<file path="src/rtl/core/mcst_pkg.sv">
// ----------------------------------------------------------------------------
// Timer pool package
// Shared constants, command and result codes, sequencer states and the
// layout of one timer memory entry.
// ----------------------------------------------------------------------------
package mcst_pkg;

  // Number of timer slots in the pool (1..31).
  localparam int TIMER_SLOTS = 16;
  localparam int SLOT_W      = (TIMER_SLOTS > 1) ? $clog2(TIMER_SLOTS) : 1;

  localparam int MODE_W   = 3;
  localparam int HANDLE_W = 5;
  localparam int PERIOD_W = 32;
  localparam int REPEAT_W = 16;
  localparam int KIND_W   = 2;

  typedef enum logic [MODE_W-1:0] {
    CMD_TICK    = 3'd0,
    CMD_CREATE  = 3'd1,
    CMD_START   = 3'd2,
    CMD_STOP    = 3'd3,
    CMD_RESTART = 3'd4,
    CMD_RESUME  = 3'd5,
    CMD_DELETE  = 3'd6,
    CMD_QUERY   = 3'd7
  } mode_t;

  typedef enum logic [KIND_W-1:0] {
    KIND_DONE    = 2'd0,
    KIND_EXPIRED = 2'd1,
    KIND_TICKED  = 2'd2
  } kind_t;

  typedef enum logic [1:0] {
    ST_IDLE,
    ST_TICK,
    ST_RELOAD,
    ST_TICK_END
  } state_t;

  // One timer's counter and repeat value, as held in either memory.
  typedef struct packed {
    logic [PERIOD_W-1:0] count;
    logic [REPEAT_W-1:0] repeats;
  } entry_t;

endpackage

</file>
<file path="src/rtl/core/multi_channel_soft_timer_pool.sv">
// ----------------------------------------------------------------------------
// Multi-channel soft timer pool
// A pool of down-counting timers with reload and repeat count, driven by
// one command request at a time and reporting command completions, timer
// expiries and tick completion on the result channel.
// ----------------------------------------------------------------------------
//
//  Channel   Direction  Handshake           Payload
//  -------   ---------  ------------------  ---------------------------------
//  in_*      input      in_valid/in_stall   mode, handle, period, repeat_count
//  out_*     output     out_valid/out_stall kind, timer_id, running, error, last
//
// Every command except tick and reload-type commands completes in the cycle
// its request is accepted; a restart of a used timer, or a resume of a stopped
// one, reads the stored reload values from memory and then writes them back.
// A tick walks the slots one per cycle from a pipelined memory read, except
// while an expiry waits on out_stall; the tick-finished result likewise waits
// on out_stall once the last slot is done.
// Reset clears the used and running flags; the counter memories hold no
// reset value; their contents only matter for slots written by create.
// A request is taken only when the sequencer is idle and the output register
// can accept a result, so a held output stalls the input side.
// ----------------------------------------------------------------------------
module multi_channel_soft_timer_pool (
  input  logic                                 clk,
  input  logic                                 rst_n,

  input  logic                                 in_valid,
  output logic                                 in_stall,
  input  logic [mcst_pkg::MODE_W-1:0]          in_mode,
  input  logic [mcst_pkg::HANDLE_W-1:0]        in_handle,
  input  logic [mcst_pkg::PERIOD_W-1:0]        in_period,
  input  logic signed [mcst_pkg::REPEAT_W-1:0] in_repeat_count,

  output logic                                 out_valid,
  input  logic                                 out_stall,
  output logic [mcst_pkg::KIND_W-1:0]          out_kind,
  output logic [mcst_pkg::HANDLE_W-1:0]        out_timer_id,
  output logic                                 out_running,
  output logic                                 out_error,
  output logic                                 out_last
);

  localparam int N  = mcst_pkg::TIMER_SLOTS;
  localparam int SW = mcst_pkg::SLOT_W;
  localparam int HW = mcst_pkg::HANDLE_W;

  // Two memories: the live count and repeats left, and the reload values.
  mcst_pkg::entry_t mem_live [N];
  mcst_pkg::entry_t mem_init [N];

  mcst_pkg::entry_t live_rd_r;
  mcst_pkg::entry_t init_rd_r;

  mcst_pkg::state_t state_r, state_nxt;
  logic [N-1:0]     used_r, used_nxt;
  logic [N-1:0]     running_r, running_nxt;
  logic [SW-1:0]    idx_r, idx_nxt;

  logic             out_valid_r;
  mcst_pkg::kind_t  out_kind_r;
  logic [HW-1:0]    out_id_r;
  logic             out_run_r;
  logic             out_err_r;
  logic             out_last_r;

  // Memory port controls.
  logic             rd_en;
  logic [SW-1:0]    rd_addr;
  logic             live_we;
  logic [SW-1:0]    live_waddr;
  mcst_pkg::entry_t live_wdata;
  logic             init_we;

  // Result emission.
  logic             emit;
  mcst_pkg::kind_t  em_kind;
  logic [HW-1:0]    em_id;
  logic             em_run;
  logic             em_err;
  logic             em_last;

  mcst_pkg::mode_t  cmd;
  logic             accept;
  logic             out_free;
  logic [HW:0]      handle_m1;
  logic [SW-1:0]    hslot;
  logic             handle_ok;
  logic             go_reload;

  logic             free_found;
  logic [SW-1:0]    free_idx;

  logic                     tick_act;
  logic [mcst_pkg::PERIOD_W-1:0] tick_dec;
  logic                     tick_expire;
  logic                     tick_adv;
  logic                     tick_last_slot;

  assign cmd       = mcst_pkg::mode_t'(in_mode);
  assign out_free  = !out_valid_r || !out_stall;
  assign in_stall  = !((state_r == mcst_pkg::ST_IDLE) && out_free);
  assign accept    = in_valid && !in_stall;

  // Handle 1..N maps to slot 0..N-1.
  assign handle_m1 = {1'b0, in_handle} - {{HW{1'b0}}, 1'b1};
  assign hslot     = SW'(handle_m1);
  assign handle_ok = (in_handle != '0) && (int'(in_handle) <= N);

  // Restart reloads a used slot; resume does so only for a stopped one.
  assign go_reload = used_r[hslot] &&
                     ((cmd == mcst_pkg::CMD_RESTART) ||
                      ((cmd == mcst_pkg::CMD_RESUME) && !running_r[hslot]));

  // Lowest free slot for create.
  always_comb begin
    free_found = 1'b0;
    free_idx   = '0;
    for (int s = N - 1; s >= 0; s--) begin
      if (!used_r[s]) begin
        free_found = 1'b1;
        free_idx   = SW'(s);
      end
    end
  end

  // Tick work on the slot whose entry was last read from memory.
  assign tick_act       = used_r[idx_r] && running_r[idx_r];
  assign tick_dec       = (live_rd_r.count != '0) ? live_rd_r.count - 1'b1 : live_rd_r.count;
  assign tick_expire    = (tick_dec == '0);
  assign tick_adv       = !tick_act || !tick_expire || out_free;
  assign tick_last_slot = (idx_r == SW'(N - 1));

  // Next state.
  always_comb begin
    state_nxt = state_r;
    unique case (state_r)
      mcst_pkg::ST_IDLE: begin
        if (accept) begin
          if (cmd == mcst_pkg::CMD_TICK) begin
            state_nxt = mcst_pkg::ST_TICK;
          end else if ((cmd != mcst_pkg::CMD_CREATE) && handle_ok && go_reload) begin
            state_nxt = mcst_pkg::ST_RELOAD;
          end
        end
      end
      mcst_pkg::ST_TICK: begin
        if (tick_adv && tick_last_slot) begin
          state_nxt = mcst_pkg::ST_TICK_END;
        end
      end
      mcst_pkg::ST_RELOAD: begin
        if (out_free) begin
          state_nxt = mcst_pkg::ST_IDLE;
        end
      end
      mcst_pkg::ST_TICK_END: begin
        if (out_free) begin
          state_nxt = mcst_pkg::ST_IDLE;
        end
      end
      default: state_nxt = mcst_pkg::ST_IDLE;
    endcase
  end

  // Datapath, flag updates, memory controls and result emission.
  always_comb begin
    used_nxt    = used_r;
    running_nxt = running_r;
    idx_nxt     = idx_r;
    rd_en       = 1'b0;
    rd_addr     = idx_r;
    live_we     = 1'b0;
    live_waddr  = idx_r;
    live_wdata  = live_rd_r;
    init_we     = 1'b0;
    emit        = 1'b0;
    em_kind     = mcst_pkg::KIND_DONE;
    em_id       = '0;
    em_run      = 1'b0;
    em_err      = 1'b0;
    em_last     = 1'b1;

    unique case (state_r)
      mcst_pkg::ST_IDLE: begin
        if (accept) begin
          if (cmd == mcst_pkg::CMD_TICK) begin
            idx_nxt = '0;
            rd_en   = 1'b1;
            rd_addr = '0;
          end else if (cmd == mcst_pkg::CMD_CREATE) begin
            emit = 1'b1;
            if (free_found) begin
              live_we              = 1'b1;
              init_we              = 1'b1;
              live_waddr           = free_idx;
              live_wdata.count     = in_period;
              live_wdata.repeats   = in_repeat_count;
              used_nxt[free_idx]   = 1'b1;
              running_nxt[free_idx] = 1'b0;
              em_id                = HW'(free_idx) + 1'b1;
            end
          end else if (!handle_ok) begin
            emit   = 1'b1;
            em_err = 1'b1;
          end else begin
            unique case (cmd)
              mcst_pkg::CMD_START: begin
                emit = 1'b1;
                if (used_r[hslot]) begin
                  running_nxt[hslot] = 1'b1;
                end
              end
              mcst_pkg::CMD_STOP: begin
                emit               = 1'b1;
                running_nxt[hslot] = 1'b0;
              end
              mcst_pkg::CMD_DELETE: begin
                emit            = 1'b1;
                used_nxt[hslot] = 1'b0;
              end
              mcst_pkg::CMD_QUERY: begin
                emit   = 1'b1;
                em_run = running_r[hslot];
              end
              mcst_pkg::CMD_RESTART, mcst_pkg::CMD_RESUME: begin
                if (go_reload) begin
                  // Fetch the reload values; the write-back follows.
                  idx_nxt = hslot;
                  rd_en   = 1'b1;
                  rd_addr = hslot;
                end else begin
                  emit = 1'b1;
                end
              end
              mcst_pkg::CMD_TICK, mcst_pkg::CMD_CREATE: begin
                emit = 1'b0;
              end
            endcase
          end
        end
      end

      mcst_pkg::ST_TICK: begin
        if (tick_act) begin
          if (!tick_expire) begin
            live_we            = 1'b1;
            live_wdata.count   = tick_dec;
            live_wdata.repeats = live_rd_r.repeats;
          end else if (out_free) begin
            live_we            = 1'b1;
            live_wdata.count   = init_rd_r.count;
            live_wdata.repeats = live_rd_r.repeats;
            if ($signed(live_rd_r.repeats) == 16'sd1) begin
              running_nxt[idx_r] = 1'b0;
            end else if ($signed(live_rd_r.repeats) > 16'sd1) begin
              live_wdata.repeats = live_rd_r.repeats - 1'b1;
            end
            emit    = 1'b1;
            em_kind = mcst_pkg::KIND_EXPIRED;
            em_id   = HW'(idx_r) + 1'b1;
            em_last = 1'b0;
          end
        end
        // Read the next slot while this one is written back.
        if (tick_adv && !tick_last_slot) begin
          idx_nxt = idx_r + 1'b1;
          rd_en   = 1'b1;
          rd_addr = idx_r + 1'b1;
        end
      end

      mcst_pkg::ST_RELOAD: begin
        if (out_free) begin
          live_we            = 1'b1;
          live_wdata         = init_rd_r;
          running_nxt[idx_r] = 1'b1;
          emit               = 1'b1;
        end
      end

      mcst_pkg::ST_TICK_END: begin
        if (out_free) begin
          emit    = 1'b1;
          em_kind = mcst_pkg::KIND_TICKED;
        end
      end

      default: begin
        emit = 1'b0;
      end
    endcase
  end

  // Memories: one write port each, registered read.
  always_ff @(posedge clk) begin
    if (live_we) begin
      mem_live[live_waddr] <= live_wdata;
    end
    if (init_we) begin
      mem_init[live_waddr] <= live_wdata;
    end
    if (rd_en) begin
      live_rd_r <= mem_live[rd_addr];
      init_rd_r <= mem_init[rd_addr];
    end
  end

  // Control state.
  always_ff @(posedge clk) begin
    if (!rst_n) begin
      state_r     <= mcst_pkg::ST_IDLE;
      used_r      <= '0;
      running_r   <= '0;
      idx_r       <= '0;
      out_valid_r <= 1'b0;
    end else begin
      state_r   <= state_nxt;
      used_r    <= used_nxt;
      running_r <= running_nxt;
      idx_r     <= idx_nxt;
      if (emit) begin
        out_valid_r <= 1'b1;
      end else if (!out_stall) begin
        out_valid_r <= 1'b0;
      end
    end
  end

  // Output payload register; only loaded when the register is free.
  always_ff @(posedge clk) begin
    if (emit) begin
      out_kind_r <= em_kind;
      out_id_r   <= em_id;
      out_run_r  <= em_run;
      out_err_r  <= em_err;
      out_last_r <= em_last;
    end
  end

  assign out_valid    = out_valid_r;
  assign out_kind     = out_kind_r;
  assign out_timer_id = out_id_r;
  assign out_running  = out_run_r;
  assign out_error    = out_err_r;
  assign out_last     = out_last_r;

endmodule

</file>
<file path="config.mk">
export PLATFORM = sky130hd
export DESIGN_NAME = multi_channel_soft_timer_pool
export DESIGN_NICKNAME = d
export VERILOG_FILES = /design/src/rtl/core/mcst_pkg.sv /design/src/rtl/core/multi_channel_soft_timer_pool.sv
export SDC_FILE = /design/constraint.sdc
export NUM_CORES = 2
export LEC_CHECK = 0
export BUFFER_PORTS_ARGS = -buffer_cell sky130_fd_sc_hd__buf_2
export CORE_ASPECT_RATIO = 0.5
export CORE_MARGIN = 4
export CORE_UTILIZATION = 34
export DETAILED_ROUTE_END_ITERATION = 10
export GPL_TIMING_DRIVEN = 1
export HOLD_SLACK_MARGIN = 0.15
export PLACE_DENSITY = 0.46
export SLEW_MARGIN = 30
export SYNTH_ARGS = -nofsm -noshare
export SYNTH_HDL_FRONTEND = slang
export SYNTH_SLANG_ARGS = --single-unit
</file>
<file path="constraint.sdc">
create_clock -name clk -period 32.1 [get_ports clk]
set_clock_uncertainty 0.15 [all_clocks]
set_input_delay 4.815 -clock clk [delete_from_list [all_inputs] [get_ports clk]]
set_output_delay 4.815 -clock clk [all_outputs]
set_load 0.01 [all_outputs]
</file>
==> metrics.yaml <==
sta:
  maxSlewHeadroom_pct: 29.51
  tightest_slew_ns: 1.057
  fmax_mhz: 85.65
  worst_slack_ns: 20.42
  hold_viol: 0
  period_minus_slack_ns: 11.68
  setup_tns_ns: 0
  setup_violations: 0
  slew_viol_final: 0
  finalCritPeriodShare_pct: 36.37
  rsz0062_at_grt: "false"
cts:
  root_buffer: "clkbuf_16"
  clock_latency_ns: 0.83
  cts.repair.resized: 0
  post_cts_buffers: 0
  holdBufCountCts: 0
  cts.sinks: 1681
  cts_buffer_depth: 4
  cts_buffers: 169
  cts.clk_slew.worst_paths_ns: 0.07
  tritoncts: "done"
  h-tree-depth: 4
synth:
  ys_warn_count: 0
  synth_seq_cells: 1681
  yosys_most_used_dff: "edfxtp_1"
  netlist_area_sq_um: 69370
  async_reset_ff_share_pct: 0
  syn_area_per_cell_sq_um: 15.79
  synthCells: 4394
  syn_nets: 4476
  netlist-cell-type-count: 81
  ys_seq_area_share_pct: 72.20
  synth_edf_count: 1642
die:
  dieArea_sq_um: 211800
  coreArea_sq_um: 201500
  die_w_microns: 646.8
  rows: 116
  die_h_microns: 327.4
  start_util_pct: 34.43
  ios: 72
layout:
  layout.nets: 4587
  syn_to_final_growth_pct: 13.83
  final_core_util_pct: 39.20
  fin_area_sq_um: 78960
  final_layout_size_suffix_gt1_share_pct: 12.04
worst_setup_path:
  cp_max_fo: 65
  cp_slowest_cell: "buf_4"
  crit_buf_inv: 7
  max_stage_delay_ns: 0.73
  cp-end-kind: "flip-flop"
  critPathLaunchType: "input port"
  crit_chain: "buf_2, inv_1, ha_1, mux4_2, mux2i_1, a31o_2, o32a_1, o22a_1, o22ai_1, a211oi_4, buf_4, buf_4, buf_4, buf_6, buf_6, mux2i_1, o22ai_1, or4_1"
  worstPathArrival_ns: 12.06
  cp_top_family: "buffers and inverters"
  cp.required_ns: 32.48
  crit_top_cell: "buf_4"
  timing_worst_setup_path_type: "in2reg"
outcome:
  status: "finished clean"
hold_path:
  hp-class: "reg2reg"
drt:
  drt_iter0_markers: 4629
  drcViolationCount: 0
  routed_wl_microns: 234000
  dr.pass1.iters: 6
  routedWlPerCell_microns: 31.87
  ant_nets: 0
  routed_via_density: 5.745
  dr_total_vias: 42190
grt:
  grt_pass1_vias: 40070
  grt_overflow: 0
  track_usage_pct: 21.49
  antenna_found_initial: 6
  grt_pass1_wl_microns: 322500
  grt_max_degree: 135
placed_design:
  pre_cts_slack_ns: 19.62
  place_area_sq_um: 73720
  dp_hpwl_microns: 126700
  gp_congestion: 0.8893
  numPortBuffers: 71
power:
  p_per_area_nw_per_um2: 86.63
  vdd_drop_max_v: 0.00006757
  total_power_mw: 6.841
  leakage_nw: 28.61
job:
  max_cap_viol_count: 0
## metal layers
metal,GRT usage [%],wire length [microns],up-vias
li1,-,-,17820
met1,32.45,109800,22390
met2,32.15,102500,1724
met3,3.909,17340,255
met4,4.545,4369,0
met5,0,0,-
## cell usage after synthesis (13+ instances only)
cell type | count | area share (%)
edfxtp_1 | 1642 | 71
mux2i_1 | 850 | 12
o22ai_1 | 405 | 3.7
nand2_1 | 171 | 0.93
clkbuf_1 | 147 | 0.80
o21ai_0 | 140 | 1.0
nor2_1 | 135 | 0.73
buf_2 | 115 | 0.83
a21oi_1 | 110 | 0.79
or4_1 | 109 | 1.2
inv_1 | 48 | 0.26
nor3_1 | 43 | 0.31
nand3_1 | 42 | 0.30
dfxtp_1 | 39 | 1.1
nor4_1 | 27 | 0.24
nand4_1 | 24 | 0.22
ha_1 | 22 | 0.40
or3_1 | 18 | 0.16
o21a_1 | 15 | 0.16
a221oi_1 | 14 | 0.18
nand2b_1 | 14 | 0.13
and3_1 | 13 | 0.12
o22a_1 | 13 | 0.16
## tightest hold or removal path: stages, from the launching register on
cell and delay [ns]:
dfxtp_1 0.37, nand2_1 0.08, a21oi_1 0.06
## logic make-up (layout without fill, tap and decap cells)
kind of cell	count (synthesis)	count (layout)	share of synthesized area (%)
DFF	1681	1681	72.20
muxes	863	863	12.62
AOI/OAI and AO/OA	824	824	7.528
and+or+nand+nor	651	651	4.922
buffers and inverters	334	567	2.087
adders and majority gates	22	22	0.3968
xor gates and xnor gates	19	19	0.2399
other	0	3	0
## flip-flops by register name, indices dropped and copies added (netlist names), 2 cells and up, named ones only
| name | cells |
|---|---|
| out_timer_id | 5 |
| used_r | 16 |
| mem_live | 768 |
| out_kind | 2 |
| state_r | 2 |
| live_rd_r | 48 |
| idx_r | 4 |
| mem_init | 768 |
| init_rd_r | 48 |
## report_power, final
part	switching, mW	leakage, nW	internal, mW	total, mW
clock	0.836	2.50	1.08	1.91
combinational	1.18	10.9	0.580	1.76
sequential	0.145	15.2	3.02	3.16
total	2.17	28.6	4.68	6.84
## through the flow
stage	instances	hold slack [ns]
3_5_place_dp	7046	0.3867
4_1_cts	7339	0.4003
2_1_floorplan	4394	0.3147
3_3_place_gp	7040	0.3743
6_report	7344	0.4060
5_1_grt	7341	0.4345
## layout by cell type, fill, tap and decap left out, types with 11 or more instances in the layout
cell type / instances
edfxtp_1: 1642
mux2i_1: 850
o22ai_1: 405
clkbuf_16: 173
nand2_1: 170
buf_4: 137
o21ai_0: 119
nor2_1: 109
or4_1: 109
a21oi_1: 107
buf_2: 71
inv_1: 47
clkbuf_1: 46
nand3_1: 42
dfxtp_1: 39
nor3_1: 35
clkinv_1: 34
nor4_1: 25
nor2_4: 25
nand4_1: 24
ha_1: 20
or3_1: 18
clkinv_2: 16
a221oi_1: 14
nand2b_1: 14
and3_1: 13
o22a_1: 13
nand3b_1: 12
o31ai_1: 11
bufinv_16: 11
## layout make-up
type,count,area [sq um]
diodes,3,7.507
clock buffers,219,4502
flip-flops and latches,1681,50090
inverters,50,187.7
well taps,2714,3396
multi-input cells,2379,18400
repair buffers,224,1715
fillers,18670,122500
clock inverters,74,665.6
## worst paths after layout
path,start,endpoint,slack [ns],cells past startpoint
worst max-delay path,in_handle[0],init_rd_r[38],20.42,18
worst min-delay path,state_r[1],state_r[1],0.41,2
worst max register to register,live_rd_r[16],init_rd_r[38],22.27,18
worst min register to register,state_r[1],state_r[1],0.41,2
Note: power is estimated with default switching activity, not from simulation.
